===== config.mk =====
export PLATFORM = sky130hd
export DESIGN_NAME = rau_mul
export DESIGN_NICKNAME = d
export VERILOG_FILES = /design/src/rtl/assert_macros.svh /design/src/rtl/rau_pkg.sv /design/src/rtl/rau_mul.sv
export SDC_FILE = /design/constraint.sdc
export NUM_CORES = 2
export LEC_CHECK = 0
export ABC_AREA = 0
export BUFFER_PORTS_ARGS = -buffer_cell sky130_fd_sc_hd__buf_2
export CAP_MARGIN = 20
export CORE_MARGIN = 4
export CORE_UTILIZATION = 40
export DETAILED_ROUTE_END_ITERATION = 10
export PLACE_DENSITY = 0.53
export SYNTH_ARGS = -nofsm -noshare
export SYNTH_HDL_FRONTEND = slang
export SYNTH_SLANG_ARGS = --single-unit

===== constraint.sdc =====
create_clock -name i_clk -period 10.8 [get_ports i_clk]
set_clock_uncertainty 0.2 [all_clocks]
set_input_delay 0.54 -clock i_clk [delete_from_list [all_inputs] [get_ports i_clk]]
set_output_delay 0.54 -clock i_clk [all_outputs]
set_load 0.03 [all_outputs]

===== src/rtl/assert_macros.svh =====
// shared assertion macros, clocked on i_clk and quiet while i_rst_n is low
`ifndef ASSERT_MACROS_SVH
`define ASSERT_MACROS_SVH

// property holds at every clock edge outside reset
`define RAU_ASSERT(label, prop, msg) \
    label: assert property (@(posedge i_clk) disable iff (!i_rst_n) (prop)) else $error(msg);

// condition never occurs outside reset
`define RAU_NEVER(label, cond, msg) \
    label: assert property (@(posedge i_clk) disable iff (!i_rst_n) !(cond)) else $error(msg);

`endif


===== src/rtl/rau_pkg.sv =====
// ----------------------------------------------------------------------------
// rau_pkg
// constants, codes and operand helpers of the rational arithmetic unit
// ----------------------------------------------------------------------------
package rau_pkg;

    localparam int WIDTH = 32;  // operand and result width, 8..32

    // largest magnitude bound 2^(WIDTH-1)
    localparam logic [63:0] LIM = 64'd1 << (WIDTH - 1);

    localparam logic [2:0] ACT_ADD  = 3'd0;
    localparam logic [2:0] ACT_SUB  = 3'd1;
    localparam logic [2:0] ACT_MUL  = 3'd2;
    localparam logic [2:0] ACT_DIV  = 3'd3;
    localparam logic [2:0] ACT_CMP  = 3'd4;
    localparam logic [2:0] ACT_NORM = 3'd5;

    localparam logic [1:0] ST_OK   = 2'd0;
    localparam logic [1:0] ST_ZDEN = 2'd1;
    localparam logic [1:0] ST_DIVZ = 2'd2;
    localparam logic [1:0] ST_OVF  = 2'd3;

    localparam logic [1:0] ORD_LT = 2'd0;
    localparam logic [1:0] ORD_EQ = 2'd1;
    localparam logic [1:0] ORD_GT = 2'd2;

    // magnitude of the low WIDTH bits taken as a signed value
    function automatic logic [31:0] op_mag(input logic [31:0] v);
        logic [32:0] e;
        e = {{(33 - WIDTH){v[WIDTH-1]}}, v[WIDTH-1:0]};
        if (e[32]) begin
            e = -e;
        end
        return e[31:0];
    endfunction

    function automatic logic op_neg(input logic [31:0] v);
        return v[WIDTH-1];
    endfunction

    function automatic logic op_zero(input logic [31:0] v);
        return v[WIDTH-1:0] == '0;
    endfunction

endpackage


===== src/rtl/rau_mul.sv =====
// ----------------------------------------------------------------------------
// rau_mul
// 32 by 32 unsigned multiplier with registered product
// ----------------------------------------------------------------------------
module rau_mul import rau_pkg::*; (
    input  logic        i_clk,
    input  logic [31:0] i_a,
    input  logic [31:0] i_b,
    output logic [63:0] o_prod
);

    logic [63:0] r_prod;

    always_ff @(posedge i_clk) begin
        r_prod <= {32'd0, i_a} * {32'd0, i_b};
    end

    assign o_prod = r_prod;

endmodule


==> impl_results.md <==
- Status: finished clean
- 1st-pass router iterations: 5
- RSZ-0062 raised after global routing: no
- First-pass GRT wire length: 159 mm
- Drc violations: 0
- Min-delay src: i_b[0]
- Maximum clock frequency: 119 MHz
- CTS Sinks: 64
- CTS Buffer Depth: 2
- # rows: 107
- Fin crit period: 8.42 ns
- RD Place Congestion: 0.857
- I/O Buffers: 128
- Largest register FFs: 64
- Most frequent CP cell: fa_1
- Core area: 85500 sq um
- Pin count of the biggest net entering global routing: 33
- Peak fanout along the critical path: 32
- Worst slew margin: 0.350
- Initial antenna violation count: 4
- Max Cap Violations: 0
- Worst-path clk slew: 0.06 ns
- Placed wire-length estimate: 78.9 mm
- Crit path max-delay family: adder cells
- CP max stage delay: 0.66 ns
- Fillers: 8547
- Crit path launch type: input port
- Root Buffer: clkbuf_16
- Hold WC Path Type: input port to flop
- CTS tree: yes
- Vias in the first global route: 27100
- Synth-to-Final Area Change: 4.74%
- CP Buf/Inv Count: 7
- Post-CTS Setup Bufs: 0
- Height of the die: 302 um
- Tcrit/Tclk final: 0.779
- Synth Register Bits: 64
- Critical path origin: i_a[26]
- Initial drt markers: 1258
- Count leader, synth: fa_1
- Warnings, synthesis: 0
- Max stage delay cell, worst path: buf_2
- EDFF count, synth: 0
- CTS Hold Buffers Added: 0
- Ports: 129
- Grt ovf: 0
- Number of gates resized after CTS: 0
- Initial Util: 0.405
- Overall routing resource usage: 0.228
- Syn Area/Cell: 9.25 sq um
- Crit path DAT: 8.49 ns
- Post-Syn Area: 34700 sq um
- Crit end category: flop
- Yosys cell types: 57
- Vias/cell: 5.03
- Final Max Slew Viols: 0
- Worst endpoint required time: 10.87 ns
- Synth top cells by count: fa_1 (896), inv_1 (865), and2_1 (602)
- FFs w/ async S/R, synth: 0
- Num CTS Buffers: 9
- Seq/Total Area, Yosys: 0.0369
- H-tree depth: 3
- Main synth FF type: dfxtp_1
- Top cell type's share of synthesized area: 0.517
- Nets: 4900
- Die ar.: 91500 sq um
- Post-synth top area cell: fa_1
- Crit Path Class: input port to flop
- Post-synthesis cell count: 3748
- Share of cells above drive strength 1: 0.0462
- Synth top area cells: fa_1 (52%), and2_1 (11%), ha_1 (9.5%), inv_1 (9.4%), nand2_1 (5.2%)
- Final Hold Fails: 0
- Via count: 24300
- Setup Total Neg Slack: 0 ns
- Synthesized net count: 4972
- WL/cell: 20.6 um
- Remaining antenna violation count after routing: 0
- Worst-margin pin slew: 0.975 ns
- DIE WIDTH: 302 um
- Setup violators final: 0
- Final wirelength: 99.4 mm
## cell families (layout without fill, tap and decap cells)
family	count (synthesis)	count (layout)	share of synthesized area
adders and majority gates	1159	1159	0.612
and+or+nand+nor	1177	1177	0.176
xor gates and xnor gates	60	60	0.0152
other	0	3	0
DFF	64	64	0.0369
AOI/OAI and AO/OA	202	202	0.0415
buffers and inverters	1085	1018	0.118
muxes	1	1	0.000289
## cell usage in the layout (no fill, tap or decap), types with 12 or more instances in the layout
master	synthesis	layout
fa_1	896	896
inv_1	865	865
and2_1	602	602
nand2_1	480	480
ha_1	263	263
buf_2	6	128
dfxtp_1	64	64
a21oi_1	63	63
a21o_1	40	40
xnor2_1	35	35
xor2_1	25	25
nand4_1	23	23
o21ai_0	21	21
nor2_1	20	20
and3_1	14	14
a31oi_1	12	12
## per-layer routing
layer | part of all wire | GRT usage
met1 | 0.40 | 0.284
met2 | 0.54 | 0.429
met3 | 0.034 | 0.0184
met4 | 0.029 | 0.0545
met5 | 0 | 0
## through the flow
stage	setup slack, ns	utilization	hold WS [ns]	std cells	cell area (sq um)
2_1_floorplan	3.31	-	0.467	3748	34700
3_3_place_gp	2.17	0.421	0.775	4809	36000
3_5_place_dp	2.07	0.421	0.774	4809	36000
4_1_cts	2.45	0.424	0.608	4825	36300
5_1_grt	1.99	0.424	0.626	4825	36300
6_report	2.38	0.425	0.626	4828	36300
## area by class of cell
type	instances	area (sq um)	share of cell area
antenna	3	7.51	0.000207
clock buffer	9	225	0.00620
clock inverter	7	105	0.00289
inverter	865	3250	0.0894
multi-input combinational	2599	29300	0.807
sequential	64	1280	0.0353
tap	1144	1430	0.0394
timing repair buffer	137	708	0.0195
## path summary, 6_finish.rpt
| kind | depth (start not counted) | endpoint |
|---|---|---|
| setup / recovery | 25 | o_prod[62]$_DFF_P_ |
| hold / removal | 3 | o_prod[0]$_DFF_P_ |
Power is left out: the tool's default activity adds up to more than one toggle a clock period on the data nets, which glitch-free logic cannot reach.
