===== src/rtl/assert_macros.svh =====
// shared assertion macros, clocked on i_clk and quiet while i_rst_n is low
`ifndef ASSERT_MACROS_SVH
`define ASSERT_MACROS_SVH

// property holds at every clock edge outside reset
`define RAU_ASSERT(label, prop, msg) \
    label: assert property (@(posedge i_clk) disable iff (!i_rst_n) (prop)) else $error(msg);

// condition never occurs outside reset
`define RAU_NEVER(label, cond, msg) \
    label: assert property (@(posedge i_clk) disable iff (!i_rst_n) !(cond)) else $error(msg);

`endif


===== src/rtl/rau_pkg.sv =====
// ----------------------------------------------------------------------------
// rau_pkg
// constants, codes and operand helpers of the rational arithmetic unit
// ----------------------------------------------------------------------------
package rau_pkg;

    localparam int WIDTH = 32;  // operand and result width, 8..32

    // largest magnitude bound 2^(WIDTH-1)
    localparam logic [63:0] LIM = 64'd1 << (WIDTH - 1);

    localparam logic [2:0] ACT_ADD  = 3'd0;
    localparam logic [2:0] ACT_SUB  = 3'd1;
    localparam logic [2:0] ACT_MUL  = 3'd2;
    localparam logic [2:0] ACT_DIV  = 3'd3;
    localparam logic [2:0] ACT_CMP  = 3'd4;
    localparam logic [2:0] ACT_NORM = 3'd5;

    localparam logic [1:0] ST_OK   = 2'd0;
    localparam logic [1:0] ST_ZDEN = 2'd1;
    localparam logic [1:0] ST_DIVZ = 2'd2;
    localparam logic [1:0] ST_OVF  = 2'd3;

    localparam logic [1:0] ORD_LT = 2'd0;
    localparam logic [1:0] ORD_EQ = 2'd1;
    localparam logic [1:0] ORD_GT = 2'd2;

    // magnitude of the low WIDTH bits taken as a signed value
    function automatic logic [31:0] op_mag(input logic [31:0] v);
        logic [32:0] e;
        e = {{(33 - WIDTH){v[WIDTH-1]}}, v[WIDTH-1:0]};
        if (e[32]) begin
            e = -e;
        end
        return e[31:0];
    endfunction

    function automatic logic op_neg(input logic [31:0] v);
        return v[WIDTH-1];
    endfunction

    function automatic logic op_zero(input logic [31:0] v);
        return v[WIDTH-1:0] == '0;
    endfunction

endpackage


===== src/rtl/rau_gcd.sv =====
// ----------------------------------------------------------------------------
// rau_gcd
// binary gcd of two 64-bit magnitudes, one shift or subtract per cycle
// ----------------------------------------------------------------------------
module rau_gcd import rau_pkg::*; (
    input  logic        i_clk,
    input  logic        i_rst_n,
    input  logic        i_start,
    input  logic [63:0] i_x,
    input  logic [63:0] i_y,
    output logic        o_done,
    output logic [63:0] o_g
);

    logic        r_busy, n_busy;
    logic        r_done, n_done;
    logic [63:0] r_u, n_u;
    logic [63:0] r_v, n_v;
    logic [5:0]  r_k, n_k;
    logic [63:0] r_g, n_g;

    always_comb begin
        n_busy = r_busy;
        n_done = 1'b0;
        n_u    = r_u;
        n_v    = r_v;
        n_k    = r_k;
        n_g    = r_g;
        if (i_start) begin
            n_busy = 1'b1;
            n_u    = i_x;
            n_v    = i_y;
            n_k    = '0;
        end else if (r_busy) begin
            if (r_u == '0) begin
                n_g    = r_v << r_k;
                n_done = 1'b1;
                n_busy = 1'b0;
            end else if (r_v == '0) begin
                n_g    = r_u << r_k;
                n_done = 1'b1;
                n_busy = 1'b0;
            end else if (!r_u[0] && !r_v[0]) begin
                n_u = r_u >> 1;
                n_v = r_v >> 1;
                n_k = r_k + 6'd1;
            end else if (!r_u[0]) begin
                n_u = r_u >> 1;
            end else if (!r_v[0]) begin
                n_v = r_v >> 1;
            end else if (r_u >= r_v) begin
                n_u = (r_u - r_v) >> 1;
            end else begin
                n_v = (r_v - r_u) >> 1;
            end
        end
    end

    always_ff @(posedge i_clk) begin
        if (!i_rst_n) begin
            r_busy <= 1'b0;
            r_done <= 1'b0;
        end else begin
            r_busy <= n_busy;
            r_done <= n_done;
        end
        r_u <= n_u;
        r_v <= n_v;
        r_k <= n_k;
        r_g <= n_g;
    end

    assign o_done = r_done;
    assign o_g    = r_g;

endmodule


===== config.mk =====
export PLATFORM = sky130hd
export DESIGN_NAME = rau_gcd
export DESIGN_NICKNAME = d
export VERILOG_FILES = /design/src/rtl/assert_macros.svh /design/src/rtl/rau_pkg.sv /design/src/rtl/rau_gcd.sv
export SDC_FILE = /design/constraint.sdc
export NUM_CORES = 1
export LEC_CHECK = 0
export BUFFER_PORTS_ARGS = -buffer_cell sky130_fd_sc_hd__buf_2
export CAP_MARGIN = 20
export CORE_AREA = 10 10 303 305
export DETAILED_ROUTE_END_ITERATION = 16
export DIE_AREA = 0 0 313 315
export PLACE_DENSITY = 0.37
export SYNTH_ARGS = -nofsm -noshare
export SYNTH_HDL_FRONTEND = slang
export SYNTH_SLANG_ARGS = --single-unit
export TNS_END_PERCENT = 1

===== constraint.sdc =====
create_clock -name i_clk -period 21.6 [get_ports i_clk]
set_clock_uncertainty 0.05 [all_clocks]
set_input_delay 1.08 -clock i_clk [delete_from_list [all_inputs] [get_ports i_clk]]
set_output_delay 1.08 -clock i_clk [all_outputs]
set_load 0.05 [all_outputs]

==> results.md, run 1 <==
* Status: completed
* Reg2reg setup slack at 16170 ps
* FMAX at approximately 0.18 GHz
* # nets final at approximately 2.9k
* Synth unique cells at around 80
* Worst Path Max Fanout at 43
* Launching point of the worst reg2reg path: r_u[9]$_DFFE_PP_
* GR Util met1 at between 20% and 30%
* Clock transition at path regs at 100 ps
* Clk sinks at 200
* Global-route wire length before repair at roughly 160000 µm
* Design Area, Final at roughly 0.024 mm²
* Peak VDD IR at around 0.073 mV
* Grt total ovfl at 0
* Area of the mapped netlist at 0.0212 mm²
* Startpoint Class: register
* Vias in the first global route at 21.3k
* Clock Tree Buf Depth at 2
* HPWL Detailed at 87400 µm
* Sequential cell area at slightly below 0.006 mm²
* Fin crit period at 5430 ps
* PostCTS Resize Cnt at 0
* Final hold violations at 0
* RSZ-0062 raised after global routing: false
* Die height at 315 µm
* 1st-iter DRT viols at around 2.1k
* H-tree depth at 4
* Routed wire length at between 100000 and 150000 µm
* Wire per inst at slightly below 30 µm
* Total vias in the final route at 21.1k
* Synth Flop Type: edfxtp_1
* Post-CTS setup buffer count at 0
* Final GP Congestion at 0.934
* I/O pin total at just under 200
* Most frequent cells in the layout: a21oi_1, inv_1, buf_2, nand2_1, edfxtp_1
* Setup TNS at 0 ps
* CTS tree: done
* Clk_lat worst skew at around 540 ps
* Type of destination of the critical path: register
* Share of cells above drive strength 1 at 12.5%
* Worst R2R End: r_u[47]$_DFFE_PP_
* Post-Syn Area per Cell at 8.28 µm²
* Pin count of the biggest net entering global routing at 171
* Number of synthesized flops with an enable pin at 192
* Area grow syn2layout at 12.4%
* Critical path capture point: r_u[47]$_DFFE_PP_
* Inserted Clock Buffers at 17
* Initial core utilization at approximately a quarter
* Tightest Pin Transition at 1140 ps
* Most common cell after layout, fill and taps aside: a21oi_1
* DRC at 0
* Reg2reg path depth at 13
* FP Rows at ~110
* Syn nets at ~2.8k
* Setup Viol. Count Final at 0
* #FFs+latches synth at 200
* Area taken by multi-input logic gates at approximately 0.014 mm²
* GRT busiest layer: met2
* Leakage at approximately 9.5 nW
* All-layer global routing usage at roughly 22%
* P per Cell Area at ~95 mW/mm²
* Met2 Use GR at between 30% and 40%
* Seq/Total Area, Yosys at between 20 and 30%
* Fillers at roughly 9.4k
* Slew headroom at a little under a quarter
* Die Wd at 313 µm
* Crit path DAT at approximately 5600 ps
* Crit path from: r_u[9]$_DFFE_PP_
* Core area at roughly 0.086 mm²
* HP Class: reg -> reg
* Via density per instance at roughly 5.6
* Design Power at ~2.3 mW
* Async set or reset register ratio after synthesis at 0%
* Synth warnings at 0
* Post-synthesis cell count at approximately 2.6k
* Dpl cell area at roughly 0.023 mm²
* Hold Buf Count CTS at 0
* WP data required at between 20000 and 25000 ps
* Initial antenna violation count at 3
* DRT antenna net count at 0
* Port Buf Inserts at 195
* Global Route met3 Usage at under 10%
* Maxcap violations at 0
* CTS root buf: clkbuf_16
* Final Max Slew Viols at 0
* Crit path kind: reg -> reg
* 1st-pass router iterations at 6
* Ratio of final minimum period to clock period at between 20% and 30%
* Die ar. at 0.0986 mm²
==> layer usage <==
| layer | vias up | part of all wire, % |
|---|---|---|
| met5 | - | 0 |
| met1 | 10535 | 46 |
| li1 | 9654 | - |
| met3 | 129 | 5.5 |
| met4 | 0 | 2.9 |
| met2 | 829 | 45 |
==> area by class of cell <==
class / count / area share [%]
Clock inverter: 15 / 0.761
Multi-Input combinational cell: 1950 / 57.6
Clock buffer: 17 / 1.78
Sequential cell: 200 / 24.9
Tap cell: 1155 / 6.06
Antenna cell: 1 / 0.0105
Timing Repair Buffer: 228 / 5.21
Inverter: 236 / 3.72
==> metrics by stage <==
step           instances  hold WS (ps)  worst slack (ps)  utilization, %
2_1_floorplan       2562           518             13790               -
3_3_place_gp        3767           666             16210            27.0
3_5_place_dp        3767           671             16310            27.0
4_1_cts             3799           685             16280            27.7
5_1_grt             3801           761             16040            27.7
6_report            3802           681             16170            27.7
==> where the power goes <==
| group | switching, mW | internal [mW] | leakage [nW] |
|---|---|---|---|
| registers | 0.117 | 0.493 | 1.93 |
| logic | 0.859 | 0.435 | 7.28 |
| clock network | 0.208 | 0.159 | 0.297 |
| total | 1.18 | 1.09 | 9.51 |
==> cells in the mapped netlist, types with 6 or more instances <==
cell	n	area share, %
a211oi_1	28	0.99
a21boi_0	11	0.39
a21o_1	46	1.6
a21oi_1	359	8.5
a221oi_1	60	2.5
a222oi_1	6	0.28
a22o_1	8	0.33
a22oi_1	13	0.46
a311oi_1	11	0.45
a31oi_1	8	0.24
and2_1	15	0.44
and3_1	11	0.32
and4_1	7	0.29
buf_1	25	0.44
buf_2	28	0.66
buf_4	6	0.21
clkbuf_1	115	2.0
dfxtp_1	8	0.76
edfxtp_1	192	27
ha_1	130	7.7
inv_1	233	4.1
mux2_2	14	0.74
mux2i_1	184	8.7
mux4_2	24	2.5
nand2_1	193	3.4
nand2b_1	19	0.56
nand3_1	19	0.45
nand4_1	48	1.4
nor2_1	152	2.7
nor2b_1	13	0.38
nor3_1	50	1.2
nor4_1	41	1.2
o21a_1	20	0.71
o21ai_0	134	3.2
o21bai_1	57	2.0
o221ai_1	44	1.8
o22ai_1	9	0.27
o31a_1	8	0.33
o31ai_1	14	0.50
or2_2	8	0.24
or3_1	8	0.24
xnor2_1	96	4.0
xor2_1	19	0.78
==> kinds of logic after synthesis <==
group           synth area share [%]
buf+inv                         7.64
compound gates                  26.3
xor+xnor                        4.75
simple gates                    13.6
fa+ha+maj                       7.86
flops                           27.9
mux                             12.0
==> worst max-delay path, stage by stage, from the launching register on <==
cell and delay, ps:
edfxtp_1 650, inv_1 90, ha_1 480, a21oi_1 190, o21ai_0 250, a221o_1 430
a221oi_1 710, a21oi_1 370, o21ai_1 370, and2_4 460, nor2_4 60, buf_4 340
a221oi_1 590, a21oi_1 70
==> sequential cells by signal, summed over array words and instances, names as in the netlist <==
register,count
r_v,64
r_busy,1
r_k,6
r_u,64
o_done,1
o_g,64
==> how the worst min path moves through the flow <==
stage / cells after the start / endpoint / startpoint / slack (ps)
after detailed placement: 2 / r_k[2]$_SDFFE_PP0P_ / r_k[2]$_SDFFE_PP0P_ / 670
after global routing: 2 / o_g[20]$_SDFFCE_PP0P_ / r_k[5]$_SDFFE_PP0P_ / 760
after global placement: 2 / r_k[2]$_SDFFE_PP0P_ / r_k[2]$_SDFFE_PP0P_ / 670
after floorplan: 3 / r_k[1]$_SDFFE_PP0P_ / r_k[1]$_SDFFE_PP0P_ / 520
after CTS: 2 / r_k[2]$_SDFFE_PP0P_ / r_k[2]$_SDFFE_PP0P_ / 680
final: 2 / r_k[2]$_SDFFE_PP0P_ / r_k[2]$_SDFFE_PP0P_ / 680
No activity file was read; power rests on OpenSTA's default activity.
==> inputs of run 2 (changes only) <==
- PLACE_DENSITY: 0.37 -> 0.38
- clock period: 21.6 -> 4.9 ns (I/O delays scaled with it)
==> run 2 against run 1 <==
Sequential cell count did not move. Critical endpoint is now r_u[51]$_DFFE_PP_. Cell area rose by 4.4%. Clock power rose to 4.3 times the previous value. Largest power group unchanged. Critical path type unchanged. Final cell count rose by 3.1%. Die area did not move. Hold slack got worse by 660 ps. Fmax rose by 13%. Register-to-register slack got worse by 16000 ps.
==> results.md, run 2 (synthesized netlist as in run 1, its figures left out) <==
* Crit path kind: reg -> reg
* Clock transition at path regs at roughly 110 ps
* Combinational power share at between 50 and 60%
* Sw Pwr at 5.22 mW
* Setup Viol. Count Final at 0
* Initial antenna violation count at 0
* Inserted Clock Buffers at 17
* Tightest Pin Transition at between 1000 and 1500 ps
* Wire per inst at around 28 µm
* Leakage at slightly above 10 nW
* RSZ-0062 raised after global routing: false
* H-tree depth at 4
* CTS tree: done
* Most common cell after layout, fill and taps aside: a21oi_1
* Cells after DPL at around 3.8k
* Slowest cell delay on critical path at approximately 600 ps
* WP data required at around 5000 ps
* Initial core utilization at 24.7%
* Port Buf Inserts at between 150 and 200
* Type of destination of the critical path: register
* Clk_lat worst skew at about 540 ps
* Dpl ws at ~31 ps
* Design Area, Final at around 0.025 mm²
* Slew headroom at ~26%
* Peak VDD IR at between 0.3 and 0.4 mV
* Final GP Congestion at between 0.9 and 1
* Family with the most delay on the worst path: compound AO/OA/AOI/OAI gates
* Clock power share at 15.6%
* Post-CTS setup buffer count at 0
* Final Hold Slack at about 17 ps
* Final Max Slew Viols at 0
* Worst Path Max Fanout at 19
* Seq pwr share at 25.6%
* Clock Tree Buf Depth at 2
* Grt total ovfl at 0
* Fillers at around 9.3k
* Post-Layout Cell Count at 3918
* Fin crit period at 4800 ps
* Most frequent cells in the layout: a21oi_1, inv_1, buf_2, nand2_1, edfxtp_1
* Die Wd at 313 µm
* Core area at between 0.08 and 0.09 mm²
* Crit path buffers/inverters at 2
* Via density per instance at about 5.5
* Status: completed
* Routed wire length at about 110000 µm
* Clk sinks at 200
* Sequential cell area at approximately 0.006 mm²
* Area taken by multi-input logic gates at roughly 0.014 mm²
* FMAX at 0.208 GHz
* FP Rows at roughly 110
* DRT antenna net count at 0
* Ratio of final minimum period to clock period at 97.9%
* Sw Ratio at between 50% and 60%
* Pin count of the biggest net entering global routing at between 100 and 150
* Design Power at around 10 mW
* Die ar. at 0.0986 mm²
* # diodes at 0
* CTS root buf: clkbuf_16
* P_int at ~5.0 mW
* # nets final at about 3.0k
* Total vias in the final route at 21.4k
* 1st-iter DRT viols at ~1.9k
* P per Cell Area at around 410 mW/mm²
* Share of cells above drive strength 1 at roughly 14%
* HP Class: in -> reg
* Worst Slack Setup Final at 104 ps
* HPWL Detailed at 87900 µm
* Startpoint Class: register
* Dpl cell area at around 0.024 mm²
* Global-route wire length before repair at 156000 µm
* All-layer global routing usage at 21.4%
* Slowest library cell on the worst path: edfxtp_1
* I/O pin total at a little under 200
* Crit path DAT at ~5000 ps
* Vias in the first global route at ~21k
* Maxcap violations at 0
* Most used cell, CP: o21ai_0
* Final hold violations at 0
* DRC at 0
* Die height at 315 µm
* Crit path cell chain: inv_1 -> ha_1 -> nand2_1 -> o21ai_0 -> a21oi_1 -> a21o_1 -> a2111oi_1 -> o21ai_1 -> and2_4 -> nor2_4 -> buf_4 -> a22oi_1 -> o21ai_0
* Area grow syn2layout at 17.4%
* 1st-pass router iterations at 6
-- run 2: cell types whose count changed in the layout (fill, tap and decap cells not counted), sizes merged, moves of 2 or more --
cell	before	now
buf	225	286
dlygate4sd3	0	58
inv	246	242
clkinv	5	8
clkbuf	20	18
-- run 2: power groups by stage --
stage	Clock, mW	Sequential (mW)	Combinational (mW)
2_1_floorplan	0	2.39	3.73
3_3_place_gp	0	2.64	5.91
5_1_grt	1.69	2.62	6.43
6_report	1.59	2.61	6.01
4_1_cts	1.65	2.59	5.90
3_5_place_dp	0	2.63	5.83
-- run 2: cell type report --
class                           count  area share (%)
Timing Repair Buffer              345            9.35
Sequential cell                   200            23.8
Inverter                          236            3.56
Clock buffer                       17            1.71
Multi-Input combinational cell   1950            55.1
Tap cell                         1155            5.81
Clock inverter                     15           0.658
-- run 2: metrics by stage --
step / setup TNS, ps / utilization [%]
2_1_floorplan: -75050 / -
3_3_place_gp: -19.1 / 27.6
3_5_place_dp: 0 / 27.6
4_1_cts: 0 / 29.0
5_1_grt: 0 / 29.0
6_report: 0 / 29.0
-- run 2: what timing repair did --
action,CTS,global route
endpoints found under the setup margin,1,4
endpoints found under the hold margin,59,0
resized for setup,1,1
hold buffers,58,0
-- run 2: final timing paths --
check	start	end	slack [ps]	cells past startpoint
min reg2reg	r_busy$_SDFF_PN0_	o_g[18]$_SDFFCE_PP0P_	670	1
max	r_u[35]$_DFFE_PP_	r_u[51]$_DFFE_PP_	100	13
min	i_x[41]	r_u[41]$_DFFE_PP_	20	3
max reg2reg	r_u[35]$_DFFE_PP_	r_u[51]$_DFFE_PP_	100	13
-- run 2: worst reg2reg max path: stages (launching register included) --
cell and delay, ps:
edfxtp_1 600, inv_1 90, ha_1 490, nand2_1 170, o21ai_0 470, a21oi_1 260
a21o_1 230, a2111oi_1 540, o21ai_1 200, and2_4 320, nor2_4 150, buf_4 300
a22oi_1 170, o21ai_0 470
-- run 2: routing by layer --
layer,vias to the layer above,part of all wire (%),global-route usage [%]
li1,9861,-,-
met1,10623,46,28.8
met2,752,45,34.2
met3,150,5.3,3.27
met4,0,3.8,7.95
met5,-,0,0
