--- src/rtl/assert_macros.svh ---
// shared assertion macros, clocked on i_clk and quiet while i_rst_n is low
`ifndef ASSERT_MACROS_SVH
`define ASSERT_MACROS_SVH

// property holds at every clock edge outside reset
`define RAU_ASSERT(label, prop, msg) \
    label: assert property (@(posedge i_clk) disable iff (!i_rst_n) (prop)) else $error(msg);

// condition never occurs outside reset
`define RAU_NEVER(label, cond, msg) \
    label: assert property (@(posedge i_clk) disable iff (!i_rst_n) !(cond)) else $error(msg);

`endif

--- src/rtl/rau_pkg.sv ---
// ----------------------------------------------------------------------------
// rau_pkg
// constants, codes and operand helpers of the rational arithmetic unit
// ----------------------------------------------------------------------------
package rau_pkg;

    localparam int WIDTH = 32;  // operand and result width, 8..32

    // largest magnitude bound 2^(WIDTH-1)
    localparam logic [63:0] LIM = 64'd1 << (WIDTH - 1);

    localparam logic [2:0] ACT_ADD  = 3'd0;
    localparam logic [2:0] ACT_SUB  = 3'd1;
    localparam logic [2:0] ACT_MUL  = 3'd2;
    localparam logic [2:0] ACT_DIV  = 3'd3;
    localparam logic [2:0] ACT_CMP  = 3'd4;
    localparam logic [2:0] ACT_NORM = 3'd5;

    localparam logic [1:0] ST_OK   = 2'd0;
    localparam logic [1:0] ST_ZDEN = 2'd1;
    localparam logic [1:0] ST_DIVZ = 2'd2;
    localparam logic [1:0] ST_OVF  = 2'd3;

    localparam logic [1:0] ORD_LT = 2'd0;
    localparam logic [1:0] ORD_EQ = 2'd1;
    localparam logic [1:0] ORD_GT = 2'd2;

    // magnitude of the low WIDTH bits taken as a signed value
    function automatic logic [31:0] op_mag(input logic [31:0] v);
        logic [32:0] e;
        e = {{(33 - WIDTH){v[WIDTH-1]}}, v[WIDTH-1:0]};
        if (e[32]) begin
            e = -e;
        end
        return e[31:0];
    endfunction

    function automatic logic op_neg(input logic [31:0] v);
        return v[WIDTH-1];
    endfunction

    function automatic logic op_zero(input logic [31:0] v);
        return v[WIDTH-1:0] == '0;
    endfunction

endpackage

--- src/rtl/rau_div.sv ---
// ----------------------------------------------------------------------------
// rau_div
// 64-bit restoring divider, one quotient bit per cycle
// ----------------------------------------------------------------------------
module rau_div import rau_pkg::*; (
    input  logic        i_clk,
    input  logic        i_rst_n,
    input  logic        i_start,
    input  logic [63:0] i_num,
    input  logic [63:0] i_den,
    output logic        o_done,
    output logic [63:0] o_quo
);

    logic        r_busy, n_busy;
    logic        r_done, n_done;
    logic [5:0]  r_cnt, n_cnt;
    logic [63:0] r_rem, n_rem;
    logic [63:0] r_quo, n_quo;
    logic [63:0] r_den, n_den;
    logic [64:0] w_sh;
    logic        w_ge;

    assign w_sh = {r_rem, r_quo[63]};
    assign w_ge = w_sh >= {1'b0, r_den};

    always_comb begin
        n_busy = r_busy;
        n_done = 1'b0;
        n_cnt  = r_cnt;
        n_rem  = r_rem;
        n_quo  = r_quo;
        n_den  = r_den;
        if (i_start) begin
            n_busy = 1'b1;
            n_cnt  = '0;
            n_rem  = '0;
            n_quo  = i_num;
            n_den  = i_den;
        end else if (r_busy) begin
            n_rem = w_ge ? 64'(w_sh - {1'b0, r_den}) : w_sh[63:0];
            n_quo = {r_quo[62:0], w_ge};
            n_cnt = r_cnt + 6'd1;
            if (r_cnt == 6'd63) begin
                n_busy = 1'b0;
                n_done = 1'b1;
            end
        end
    end

    always_ff @(posedge i_clk) begin
        if (!i_rst_n) begin
            r_busy <= 1'b0;
            r_done <= 1'b0;
        end else begin
            r_busy <= n_busy;
            r_done <= n_done;
        end
        r_cnt <= n_cnt;
        r_rem <= n_rem;
        r_quo <= n_quo;
        r_den <= n_den;
    end

    assign o_done = r_done;
    assign o_quo  = r_quo;

endmodule

--- config.mk ---
export PLATFORM = sky130hd
export DESIGN_NAME = rau_div
export DESIGN_NICKNAME = d
export VERILOG_FILES = /design/src/rtl/assert_macros.svh /design/src/rtl/rau_pkg.sv /design/src/rtl/rau_div.sv
export SDC_FILE = /design/constraint.sdc
export NUM_CORES = 1
export LEC_CHECK = 0
export ABC_AREA = 1
export BUFFER_PORTS_ARGS = -buffer_cell sky130_fd_sc_hd__buf_2
export CAP_MARGIN = 30
export CORE_MARGIN = 2
export CORE_UTILIZATION = 50
export DETAILED_ROUTE_END_ITERATION = 16
export PLACE_DENSITY = 0.71
export SLEW_MARGIN = 25
export SYNTH_ARGS = -nofsm -noshare
export SYNTH_HDL_FRONTEND = slang
export SYNTH_SLANG_ARGS = --single-unit
--- constraint.sdc ---
create_clock -name i_clk -period 4.19 [get_ports i_clk]
set_input_delay 0.419 -clock i_clk [delete_from_list [all_inputs] [get_ports i_clk]]
set_output_delay 0.419 -clock i_clk [all_outputs]
set_load 0.01 [all_outputs]
==> summary.txt, run 1 <==
Run status
  – Outcome: finished, final reports clean

Detailed routing
  – DRC viols: 0
  – Antenna Nets Post-Route: 0
  – Total wirelength of the detailed-routed design: 41300 um
  – Total via count after detailed routing: 13500
  – Avg Vias per Cell: 4.92
  – Routed length per placed instance: between 15 and 20 um
  – Initial detailed-routing violation count: around 1100
  – Number of detailed-route iterations in the first pass: 6

Placed design
  – Post-placement worst setup slack: between 1 and 1.5 ns
  – Number of I/O port buffers: 195
  – DP HPWL: 32400 um
  – Routability congestion estimate from global placement: 1.04

CTS
  – Clk buf depth: 2
  – Number of CTS-inserted buffers: 17
  – Clock transition time at the flip-flop clock pins of the worst setup and hold paths: ~0.090 ns
  – Post-CTS Setup Repair Bufs: 0
  – Insertion delay to the later sink of the worst-skew pair: 0.47 ns
  – Hold buffer count at cts: 0
  – CTS sink cnt: 200
  – Clock tree from TritonCTS: yes
  – Clock tree root buffer cell: clkbuf_16
  – CTS H-tree lvls: 4
  – Number of instances resized during post-cts repair: 0

Logic synthesis
  – Proportion of netlist area held by the largest area contributor: 0.269
  – Synthesis-stage register bit count: 200
  – Number of warnings reported in the yosys synthesis log: 0
  – Mapped Nets: 2373
  – Number of distinct library cell variants in the gate-level netlist after synthesis: 41
  – Compound-gate portion of the synthesized area: 0.0419
  – Synth Area in Adders: 0.0582
  – Post-Syn Area: 14300 um^2
  – Gate Count Post-Synth: around 2200
  – Async set-or-reset flop fraction in the synthesized netlist: 0
  – Dominant combinational cell family by area after synthesis: simple AND/OR/NAND/NOR gates
  – Yosys top cell by area: edfxtp_1
  – Register area share after synthesis: 0.369
  – Most area-consuming cells after synthesis: edfxtp_1 (27%), nand2_1 (24%), inv_1 (11%)
  – Xor and xnor fraction of the mapped netlist area: 0.0190
  – Share of synthesized area spent on multiplexers: 0
  – Number of flops mapped to enable cells by yosys: approximately 130
  – Average cell area after synthesis: 6.58 um^2
  – Synth Flop Type: edfxtp_1
  – Area share of and/or/nand/nor cells after synthesis: 0.374

Setup path
  – Maximum fanout along the worst path: 65
  – Kind of capture point of the worst setup path: flop
  – Worst setup path end: r_rem[49]
  – Cell depth of the worst flop-to-flop path: 19
  – FF-to-FF setup slack: between 1 and 1.5 ns
  – Startpoint class of the critical path: flop
  – Critical path startpoint: r_den[4]
  – Worst flop-to-flop path startpoint: r_den[4]
  – Worst Path Class, Setup: reg2reg
  – Worst path arrival time: roughly 3.4 ns
  – Worst EP required: 4.55 ns
  – Reg-to-reg endpoint: r_rem[49]

Floorplanning
  – I/O pin count: 196
  – Initial cell density of the core: 0.511
  – Die Ht: approximately 170 um
  – Die area: 30000 um^2
  – Core Footprint: approximately 28000 um^2
  – Die width: 173 um
  – Standard-cell row count: 61

Finish
  – Antenna diode count: 0
  – Commonest non-fill, non-tap cell in the layout: nand2_1
  – P&R area growth vs syn: 13.0%
  – Net count, final: 2549
  – Commonest cells after routing, fill and taps aside: nand2_1 (907), inv_1 (435), buf_2 (194)
  – Fraction of final layout cells with drive strength greater than 1: 0.123

Timing
  – Maximum clock frequency: around 330 MHz
  – Slew Limit Fails: 0
  – Number of setup violations in the final report: 0
  – Worst setup slack after layout: ~1.2 ns
  – Setup repair after global routing missed its margin: false
  – Transition time at the pin with the least slew margin: 0.832 ns
  – Share of the clock period used by the worst path: 0.718
  – Number of hold violations in the final report: 0
  – Slew margin rel.: 0.446
  – Summed negative setup slack over all endpoints: 0 ns
  – Final critical delay including setup and external delays: 3.01 ns
  – Largest clock skew in the final design: ~0.023 ns

Hold path
  – Hold crit path type: in2reg
  – Hold wc startpoint: i_den[46]

GRT
  – Pin count of the biggest net entering global routing: 69
  – Via count of the first global-routing pass: 12900
  – Initial antenna violation count: 0
  – GR Util All Layers: 0.278
  – Remaining global-route overflow: 0
  – Wire length of the first global-routing pass: 66400 um

Power and ir drop
  – Peak supply drop: 0.000349 V
  – Sum of internal, switching and leakage power: around 0.0046 W
  – Leakage power of the design: 9.00 nW
  – Power density relative to cell area: about 290 nW/um^2

Job
  – Max-cap violation count: 0
worst max-delay path, cell delays in order (launching register included):
cell      delay [ns]
edfxtp_1        0.38
inv_1           0.07
ha_1            0.27
nand2_1         0.14
inv_1           0.07
nand2_1         0.06
nand2_1         0.05
nand2_1         0.07
nand3_2         0.15
nand2_2         0.11
nand2_2         0.11
nand2_2         0.11
nand2_2         0.08
nand2_2         0.10
buf_4           0.57
nand3_1         0.17
nand2_1         0.12
inv_1           0.05
nand2_1         0.05
nand2_1         0.05
final cells by class:
cell class	instances	area, um^2
Clock buffer	18	429
Clock inverter	14	178
Fill cell	2774	11800
Inverter	445	1670
Multi-Input combinational cell	1483	7060
Sequential cell	200	5290
Tap cell	378	473
Timing Repair Buffer	205	1070
kinds of logic (layout without fill, tap and decap cells):
kind of cell,Yosys count,after routing
simple gates,1275,1275
buf+inv,493,682
flops,200,200
compound gates,111,111
fa+ha+maj,66,66
xor+xnor,31,31
layer usage:
layer / vias up / GRT usage / share of wire
met1: 6013 / 0.368 / 0.46
met2: 451 / 0.452 / 0.45
met4: 0 / 0.0844 / 0.022
met5: - / 0 / 0
met3: 45 / 0.0677 / 0.072
li1: 7000 / - / -
registers in the layout (all words and copies together), names as in the netlist:
name    count
o_done      1
o_quo      64
r_busy      1
r_cnt       6
r_den      64
r_rem      64
metrics by stage:
| stage | area, um^2 | hold slack (ns) | utilization | cells |
|---|---|---|---|---|
| 6_report | 16200 | 0.113 | 0.577 | 2743 |
| 5_1_grt | 16200 | 0.0939 | 0.577 | 2743 |
| 4_1_cts | 16200 | 0.0926 | 0.577 | 2743 |
| 3_5_place_dp | 15600 | 0.460 | 0.556 | 2711 |
| 3_3_place_gp | 15600 | 0.456 | 0.556 | 2711 |
| 2_1_floorplan | 14300 | 0.444 | - | 2176 |
worst min path at each step:
stage,endpoint,slack [ns],cells after the start
floorplan,r_rem[27],0.44,2
detailed placement,r_rem[38],0.46,2
finish,r_den[46],0.11,1
global placement,r_rem[63],0.46,2
global route,r_den[44],0.09,1
CTS,r_den[46],0.09,1
report_power, final:
part | switching, W | internal, W
combinational | 0.000384 | 0.000217
sequential | 0.0000556 | 0.00224
clock | 0.000861 | 0.000858
synth_stat cells, drive strengths merged (2+ instances only):
| master | count |
|---|---|
| clkbuf | 19 |
| dfxtp | 72 |
| nand3 | 151 |
| o21bai | 9 |
| nand3b | 35 |
| edfxtp | 128 |
| buf | 29 |
| nand2 | 921 |
| ha | 65 |
| clkinv | 3 |
| nand4 | 17 |
| xor2 | 2 |
| and2 | 4 |
| a31oi | 2 |
| nor2 | 128 |
| inv | 442 |
| nor3 | 16 |
| xnor2 | 29 |
| o21ai | 44 |
| a21oi | 52 |
No activity file was read; power rests on OpenSTA's default activity.
==> run 2: changes to the inputs <==
ABC_AREA = 0   (was 1)
PLACE_DENSITY = 0.72   (was 0.71)
clock period = 2.9 ns   (was 4.19 ns; I/O delays follow)
==> summary.txt, run 2 <==
Run status
  – Outcome: finished, violations left (was finished, final reports clean)
  – Failing checks: negative setup slack

CTS
  – Clock tree from TritonCTS: yes (unchanged)
  – Number of CTS-inserted buffers: 17 (unchanged)
  – Clock tree root buffer cell: clkbuf_16 (unchanged)
  – Insertion delay to the later sink of the worst-skew pair: 0.46 ns (was 0.47 ns)
  – CTS sink cnt: 200 (unchanged)
  – Clk buf depth: 2 (unchanged)
  – CTS H-tree lvls: 4 (unchanged)
  – Clock transition time at the flip-flop clock pins of the worst setup and hold paths: 0.08 ns (was 0.09 ns)

Detailed routing
  – Routed length per placed instance: 17.8 um (was 15.0 um)
  – Antenna Nets Post-Route: 0 (unchanged)
  – Number of detailed-route iterations in the first pass: 8 (was 6)
  – Total via count after detailed routing: 10900 (was 13500)
  – Initial detailed-routing violation count: 699 (was 1131)
  – Avg Vias per Cell: 5.63 (was 4.92)
  – Total wirelength of the detailed-routed design: 34300 um (was 41300 um)
  – DRC viols: 0 (unchanged)

Setup path
  – CP delay by family, top: simple AND/OR/NAND/NOR gates (unchanged)
  – Critical path's slowest cell: or4b_4 (was buf_4)
  – Maximum fanout along the worst path: 5 (was 65)
  – Kind of capture point of the worst setup path: flop (unchanged)
  – Buffers & Inverters on Critical Path: 4 (unchanged)
  – Cell-by-cell listing of the critical path: inv_1 > ha_4 > nand4_1 > nor3_2 > or4b_4 > o21ai_2 > o21ba_4 > o21ai_4 > a21o_4 > buf_12 > buf_12 > buf_16 > mux2i_2 > a211oi_2 (was inv_1 > ha_1 > nand2_1 > inv_1 > nand2_1 > nand2_1 > nand2_1 > nand3_2 > nand2_2 > nand2_2 > nand2_2 > nand2_2 > nand2_2 > buf_4 > nand3_1 > nand2_1 > inv_1 > nand2_1 > nand2_1)
  – Number of logic stages on the critical path including buffering: 14 (was 19)
  – Worst Path Class, Setup: reg2reg (unchanged)
  – Cell type with the highest occurrence count on the critical path: buf_12 (was nand2_1)
  – Worst EP required: 3.21 ns (was 4.55 ns)
  – Startpoint class of the critical path: flop (unchanged)
  – Delay of the slowest critical-path stage: 0.52 ns (was 0.57 ns)
  – Cell depth of the worst flop-to-flop path: 14 (was 19)
  – Worst path arrival time: 3.36 ns (about the same)

Hold path
  – Hold crit path type: in2reg (unchanged)
  – Worst hold stages: 1 (unchanged)

Floorplanning
  – I/O pin count: 196 (unchanged)
  – Die width: 160 um (was 173 um)
  – Standard-cell row count: 56 (was 61)
  – Die area: 25500 um^2 (was 30000 um^2)
  – Core Footprint: 23600 um^2 (was 28000 um^2)
  – Initial cell density of the core: 0.513 (was 0.511)
  – Die Ht: 160 um (was 173 um)

Job
  – Max-cap violation count: 0 (unchanged)

Logic synthesis
  – Number of flops mapped to enable cells by yosys: 128 (unchanged)
  – Register area share after synthesis: 0.437 (was 0.369)
  – Synthesis-stage register bit count: 200 (unchanged)
  – Yosys top cell by area: edfxtp_1 (unchanged)
  – Async set-or-reset flop fraction in the synthesized netlist: 0 (unchanged)
  – Most numerous cell in the Yosys netlist: edfxtp_1 (was nand2_1)
  – Number of distinct library cell variants in the gate-level netlist after synthesis: 75 (was 41)
  – Number of warnings reported in the yosys synthesis log: 0 (unchanged)
  – Post-Syn Area: 12100 um^2 (was 14300 um^2)
  – Synth Flop Type: edfxtp_1 (unchanged)
  – Gate Count Post-Synth: 1216 (was 2176)
  – Most area-consuming cells after synthesis: edfxtp_1 (32%), dfxtp_1 (12%), ha_1 (6.7%) (was edfxtp_1 (27%), nand2_1 (24%), inv_1 (11%))
  – Average cell area after synthesis: 9.95 um^2 (was 6.58 um^2)
  – Mapped Nets: 1413 (was 2373)
  – Proportion of netlist area held by the largest area contributor: 0.318 (was 0.269)
  – Most numerous cell types in the synthesized netlist: edfxtp_1 (128), nor2_1 (106), a21oi_1 (91) (was nand2_1 (907), inv_1 (437), nand3_1 (140))

Timing
  – Maximum clock frequency: 328 MHz (was 332 MHz)
  – Worst setup slack after layout: -0.147 ns (was 1.18 ns)
  – Final critical delay including setup and external delays: 3.05 ns (was 3.01 ns)
  – Setup repair after global routing missed its margin: true (was false)
  – Largest clock skew in the final design: 0.0165 ns (was 0.0232 ns)
  – Transition time at the pin with the least slew margin: 0.597 ns (was 0.832 ns)
  – Slew margin rel.: 0.602 (was 0.446)
  – Share of the clock period used by the worst path: 1.05 (was 0.718)
  – Number of setup violations in the final report: 58 (was 0)
  – Number of hold violations in the final report: 0 (unchanged)
  – Slew Limit Fails: 0 (unchanged)

Placed design
  – Number of I/O port buffers: 195 (unchanged)
  – DP HPWL: 23600 um (was 32400 um)
  – Routability congestion estimate from global placement: 0.898 (was 1.04)
  – Post-placement worst setup slack: -0.263 ns (was 1.27 ns)

GRT
  – Initial antenna violation count: 0 (unchanged)
  – Wire length of the first global-routing pass: 53300 um (was 66400 um)
  – Via count of the first global-routing pass: 10800 (was 12900)
  – GR Util All Layers: 0.257 (was 0.278)
  – Pin count of the biggest net entering global routing: 62 (was 69)
  – Remaining global-route overflow: 0 (unchanged)

Power and ir drop
  – Sum of internal, switching and leakage power: 0.00937 W (was 0.00461 W)
  – Proportion of power drawn by the clock network: 0.265 (was 0.373)
  – Cell internal power dissipation: 0.00618 W (was 0.00331 W)
  – Psw: 0.00319 W (was 0.00130 W)
  – Sequential power share: 0.372 (was 0.497)
  – Sw Share: 0.341 (was 0.282)
  – Combinational power share: 0.362 (was 0.130)
  – Leakage power of the design: 7.10 nW (was 9.00 nW)
  – Power density relative to cell area: 560 nW/um^2 (was 285 nW/um^2)
  – Peak supply drop: 0.000401 V (was 0.000349 V)

Finish
  – Net count, final: 1797 (was 2549)
  – Commonest cells after routing, fill and taps aside: buf_4 (201), buf_2 (194), edfxtp_1 (128) (was nand2_1 (907), inv_1 (435), buf_2 (194))
  – P&R area growth vs syn: 38.2% (was 13.0%)
  – Commonest non-fill, non-tap cell in the layout: buf_4 (was nand2_1)
  – Number of filler instances in the final layout: 1715 (was 2774)
  – Fraction of final layout cells with drive strength greater than 1: 0.413 (was 0.123)
  – Antenna diode count: 0 (unchanged)
  – Area occupied by multi-input gates: 7060 um^2 (about the same)
  – Register area: 5290 um^2 (about the same)
## run 2: logic make-up (layout without fill, tap and decap cells)
| logic type | Yosys count | in the layout | synth area share |
|---|---|---|---|
| compound gates | 314 | 314 | 0.172 |
| xor+xnor | 61 | 61 | 0.0441 |
| fa+ha+maj | 66 | 66 | 0.0689 |
| buf+inv | 147 | 544 | 0.0515 |
| flops | 200 | 200 | 0.437 |
| mux | 116 | 116 | 0.103 |
| simple gates | 312 | 312 | 0.124 |
## run 2: final cells by class
| class | instances | share of cell area |
|---|---|---|
| Multi-Input combinational cell | 869 | 0.422 |
| Sequential cell | 200 | 0.316 |
| Timing Repair Buffer | 431 | 0.183 |
| Clock buffer | 17 | 0.0254 |
| Tap cell | 319 | 0.0239 |
| Inverter | 81 | 0.0182 |
| Clock inverter | 15 | 0.0111 |
## run 2: path summary, 6_finish.rpt
| check | startpoint | endpoint | slack (ns) |
|---|---|---|---|
| min | i_den[37] | r_den[37] | 0.01 |
| min reg2reg | r_cnt[5] | r_cnt[5] | 0.49 |
| max | r_den[36] | r_rem[30] | -0.15 |
| max reg2reg | r_den[36] | r_rem[30] | -0.15 |
## run 2: through the flow
stage	TNS [ns]	area [um^2]	hold WS, ns	utilization	cells
after global placement	-3.91	14700	0.467	0.621	1849
after CTS	-1.13	16100	0.00165	0.680	1912
after global routing	-9.40	16700	0.000127	0.708	1932
after floorplan	-0.0147	12200	0.389	-	1216
after detailed placement	-7.66	14700	0.468	0.621	1849
final	-4.26	16700	0.0120	0.708	1932
## run 2: timing repair
| action | 4_1_cts | 5_1_grt |
|---|---|---|
| pin swaps | 45 | 54 |
| gates resized for setup | 80 | 85 |
| cloned | 5 | 2 |
| hold endpoints to repair | 5 | 9 |
| endpoints found under the setup margin | 63 | 65 |
| hold buffers | 5 | 9 |
| setup buffers | 21 | 10 |
## run 2: routing by layer
metal  track usage  part of all wire
met2         0.448              0.50
met3        0.0607             0.065
met1         0.317              0.41
met4        0.0715             0.022
met5             0                 0
## run 2: power groups by stage
| stage | logic [W] | clock network [W] | registers, W |
|---|---|---|---|
| final | 0.00339 | 0.00249 | 0.00349 |
| after global routing | 0.00364 | 0.00264 | 0.00352 |
| after CTS | 0.00309 | 0.00253 | 0.00348 |
| after detailed placement | 0.00275 | 0 | 0.00353 |
| after global placement | 0.00270 | 0 | 0.00352 |
| after floorplan | 0.00167 | 0 | 0.00354 |
==> run 3: changes to the inputs <==
ABC_AREA = 1   (was 0)
PLACE_DENSITY = 0.71   (was 0.72)
==> summary.txt, run 3 (synthesis gave the netlist of run 1 again) <==
Setup path
  – CP delay by family, top: simple AND/OR/NAND/NOR gates (unchanged)
  – Critical path's slowest cell: edfxtp_1 (was or4b_4)
  – Cell type with the highest occurrence count on the critical path: nand2_1 (was buf_12)
  – Critical path startpoint: r_den[10] (was r_den[36])
  – Number of logic stages on the critical path including buffering: 14 (unchanged)
  – Delay of the slowest critical-path stage: 0.34 ns (was 0.52 ns)
  – Startpoint class of the critical path: flop (unchanged)
  – Worst path arrival time: 3.05 ns (was 3.36 ns)
  – Cell depth of the worst flop-to-flop path: 14 (unchanged)
  – Worst flop-to-flop path startpoint: r_den[10] (was r_den[36])
  – Kind of capture point of the worst setup path: flop (unchanged)
  – Maximum fanout along the worst path: 19 (was 5)
  – Cell-by-cell listing of the critical path: inv_1 > ha_1 > nand2_1 > nor2_4 > inv_2 > nor2_1 > nand4_1 > o21ai_2 > nor2_4 > nand2_4 > buf_12 > nand3_1 > nand2_1 > nand2_1 (was inv_1 > ha_4 > nand4_1 > nor3_2 > or4b_4 > o21ai_2 > o21ba_4 > o21ai_4 > a21o_4 > buf_12 > buf_12 > buf_16 > mux2i_2 > a211oi_2)
  – Worst EP required: 3.24 ns (was 3.21 ns)
  – Worst Path Class, Setup: reg2reg (unchanged)
  – Buffers & Inverters on Critical Path: 3 (was 4)

CTS
  – Clk buf depth: 2 (unchanged)
  – CTS H-tree lvls: 4 (unchanged)
  – Clock transition time at the flip-flop clock pins of the worst setup and hold paths: 0.09 ns (was 0.08 ns)
  – Post-CTS Setup Repair Bufs: 0 (was 21)
  – Number of CTS-inserted buffers: 17 (unchanged)
  – CTS sink cnt: 200 (unchanged)
  – Insertion delay to the later sink of the worst-skew pair: 0.47 ns (was 0.46 ns)
  – Clock tree from TritonCTS: yes (unchanged)
  – Clock tree root buffer cell: clkbuf_16 (unchanged)

Job
  – Max-cap violation count: 0 (unchanged)

Placed design
  – Routability congestion estimate from global placement: 1.00 (was 0.898)
  – Number of I/O port buffers: 195 (unchanged)
  – DP HPWL: 34500 um (was 23600 um)

Timing
  – Transition time at the pin with the least slew margin: 0.737 ns (was 0.597 ns)
  – Final critical delay including setup and external delays: 2.71 ns (was 3.05 ns)
  – Min Hold Slack: 0.0111 ns (was 0.0120 ns)
  – Slew margin rel.: 0.509 (was 0.602)
  – Slew Limit Fails: 0 (unchanged)
  – Number of hold violations in the final report: 0 (unchanged)
  – Largest clock skew in the final design: 0.0228 ns (was 0.0165 ns)
  – Maximum clock frequency: 369 MHz (was 328 MHz)
  – Setup repair after global routing missed its margin: false (was true)
  – Summed negative setup slack over all endpoints: 0 ns (was -4.26 ns)
  – Share of the clock period used by the worst path: 0.934 (was 1.05)
  – Number of setup violations in the final report: 0 (was 58)

Detailed routing
  – Total via count after detailed routing: 13800 (was 10900)
  – Routed length per placed instance: 15.6 um (was 17.8 um)
  – Antenna Nets Post-Route: 0 (unchanged)
  – DRC viols: 0 (unchanged)
  – Number of detailed-route iterations in the first pass: 5 (was 8)
  – Avg Vias per Cell: 4.94 (was 5.63)
  – Total wirelength of the detailed-routed design: 43500 um (was 34300 um)
  – Initial detailed-routing violation count: 980 (was 699)

Hold path
  – Hold wc startpoint: i_den[54] (was i_den[37])
  – Worst hold stages: 1 (unchanged)
  – Hold crit path type: in2reg (unchanged)

Floorplanning
  – Standard-cell row count: 61 (was 56)
  – Initial cell density of the core: 0.511 (was 0.513)
  – Die Ht: 173 um (was 160 um)
  – Core Footprint: 28000 um^2 (was 23600 um^2)
  – Die width: 173 um (was 160 um)
  – I/O pin count: 196 (unchanged)
  – Die area: 30000 um^2 (was 25500 um^2)

Power and ir drop
  – Leakage power of the design: 9.23 nW (was 7.10 nW)
  – Peak supply drop: 0.000394 V (was 0.000401 V)
  – Power density relative to cell area: 400 nW/um^2 (was 560 nW/um^2)
  – Sum of internal, switching and leakage power: 0.00667 W (was 0.00937 W)

GRT
  – Via count of the first global-routing pass: 13500 (was 10800)
  – Pin count of the biggest net entering global routing: 68 (was 62)
  – GR Util All Layers: 0.292 (was 0.257)
  – Wire length of the first global-routing pass: 69200 um (was 53300 um)
  – Initial antenna violation count: 1 (was 0)
  – Remaining global-route overflow: 0 (unchanged)

Finish
  – Fraction of final layout cells with drive strength greater than 1: 0.128 (was 0.413)
  – Net count, final: 2599 (was 1797)
  – P&R area growth vs syn: 16.4% (was 38.2%)
  – Area occupied by multi-input gates: 7070 um^2 (was 7060 um^2)
  – Commonest cells after routing, fill and taps aside: nand2_1 (906), inv_1 (435), buf_2 (194) (was buf_4 (201), buf_2 (194), edfxtp_1 (128))
  – Number of filler instances in the final layout: 2803 (was 1715)
  – Post-route core utilization: 0.595 (was 0.708)
  – Commonest non-fill, non-tap cell in the layout: nand2_1 (was buf_4)
  – Register area: 5290 um^2 (about the same)

Run status
  – Outcome: finished, final reports clean (was finished, violations left)
-- run 3: layer usage --
metal,track usage,share of wire,up-vias
met5,0,0,-
met4,0.104,0.028,0
met3,0.0510,0.066,58
met2,0.487,0.46,427
met1,0.381,0.45,6235
li1,-,-,7084
-- run 3: where the power goes --
part / leakage, nW / switching, W / internal, W / total [W]
Clock: 0.280 / 0.00127 / 0.00116 / 0.00242
Combinational: 7.09 / 0.000569 / 0.000357 / 0.000926
Sequential: 1.86 / 0.0000845 / 0.00323 / 0.00331
Total: 9.23 / 0.00192 / 0.00475 / 0.00667
-- run 3: metrics by stage --
| stage | worst slack [ns] | std cells | cell area, um^2 |
|---|---|---|---|
| 2_1_floorplan | 0.711 | 2176 | 14300 |
| 3_3_place_gp | 0.153 | 2729 | 15700 |
| 3_5_place_dp | 0.0636 | 2729 | 15700 |
| 4_1_cts | 0.0334 | 2791 | 16600 |
| 5_1_grt | 0.00157 | 2794 | 16700 |
| 6_report | 0.191 | 2794 | 16700 |
-- run 3: layout make-up --
type | count | area share
Antenna cell | 1 | 0.000150
Clock inverter | 14 | 0.00939
Sequential cell | 200 | 0.317
Tap cell | 378 | 0.0284
Inverter | 445 | 0.100
Clock buffer | 18 | 0.0258
Multi-Input combinational cell | 1483 | 0.424
Timing Repair Buffer | 255 | 0.0943
-- run 3: path summary, 6_finish.rpt --
path / endpoint / slack, ns
hold reg to reg: r_rem[36] / 0.48
setup reg to reg: r_rem[53] / 0.19
setup / recovery: r_rem[53] / 0.19
hold / removal: r_den[54] / 0.01
-- run 3: repair_timing --
action | CTS | global route
hold endpoints to repair | 30 | 2
hold buffers | 30 | 2
gates resized for setup | 0 | 6
setup endpoints to repair | 0 | 65
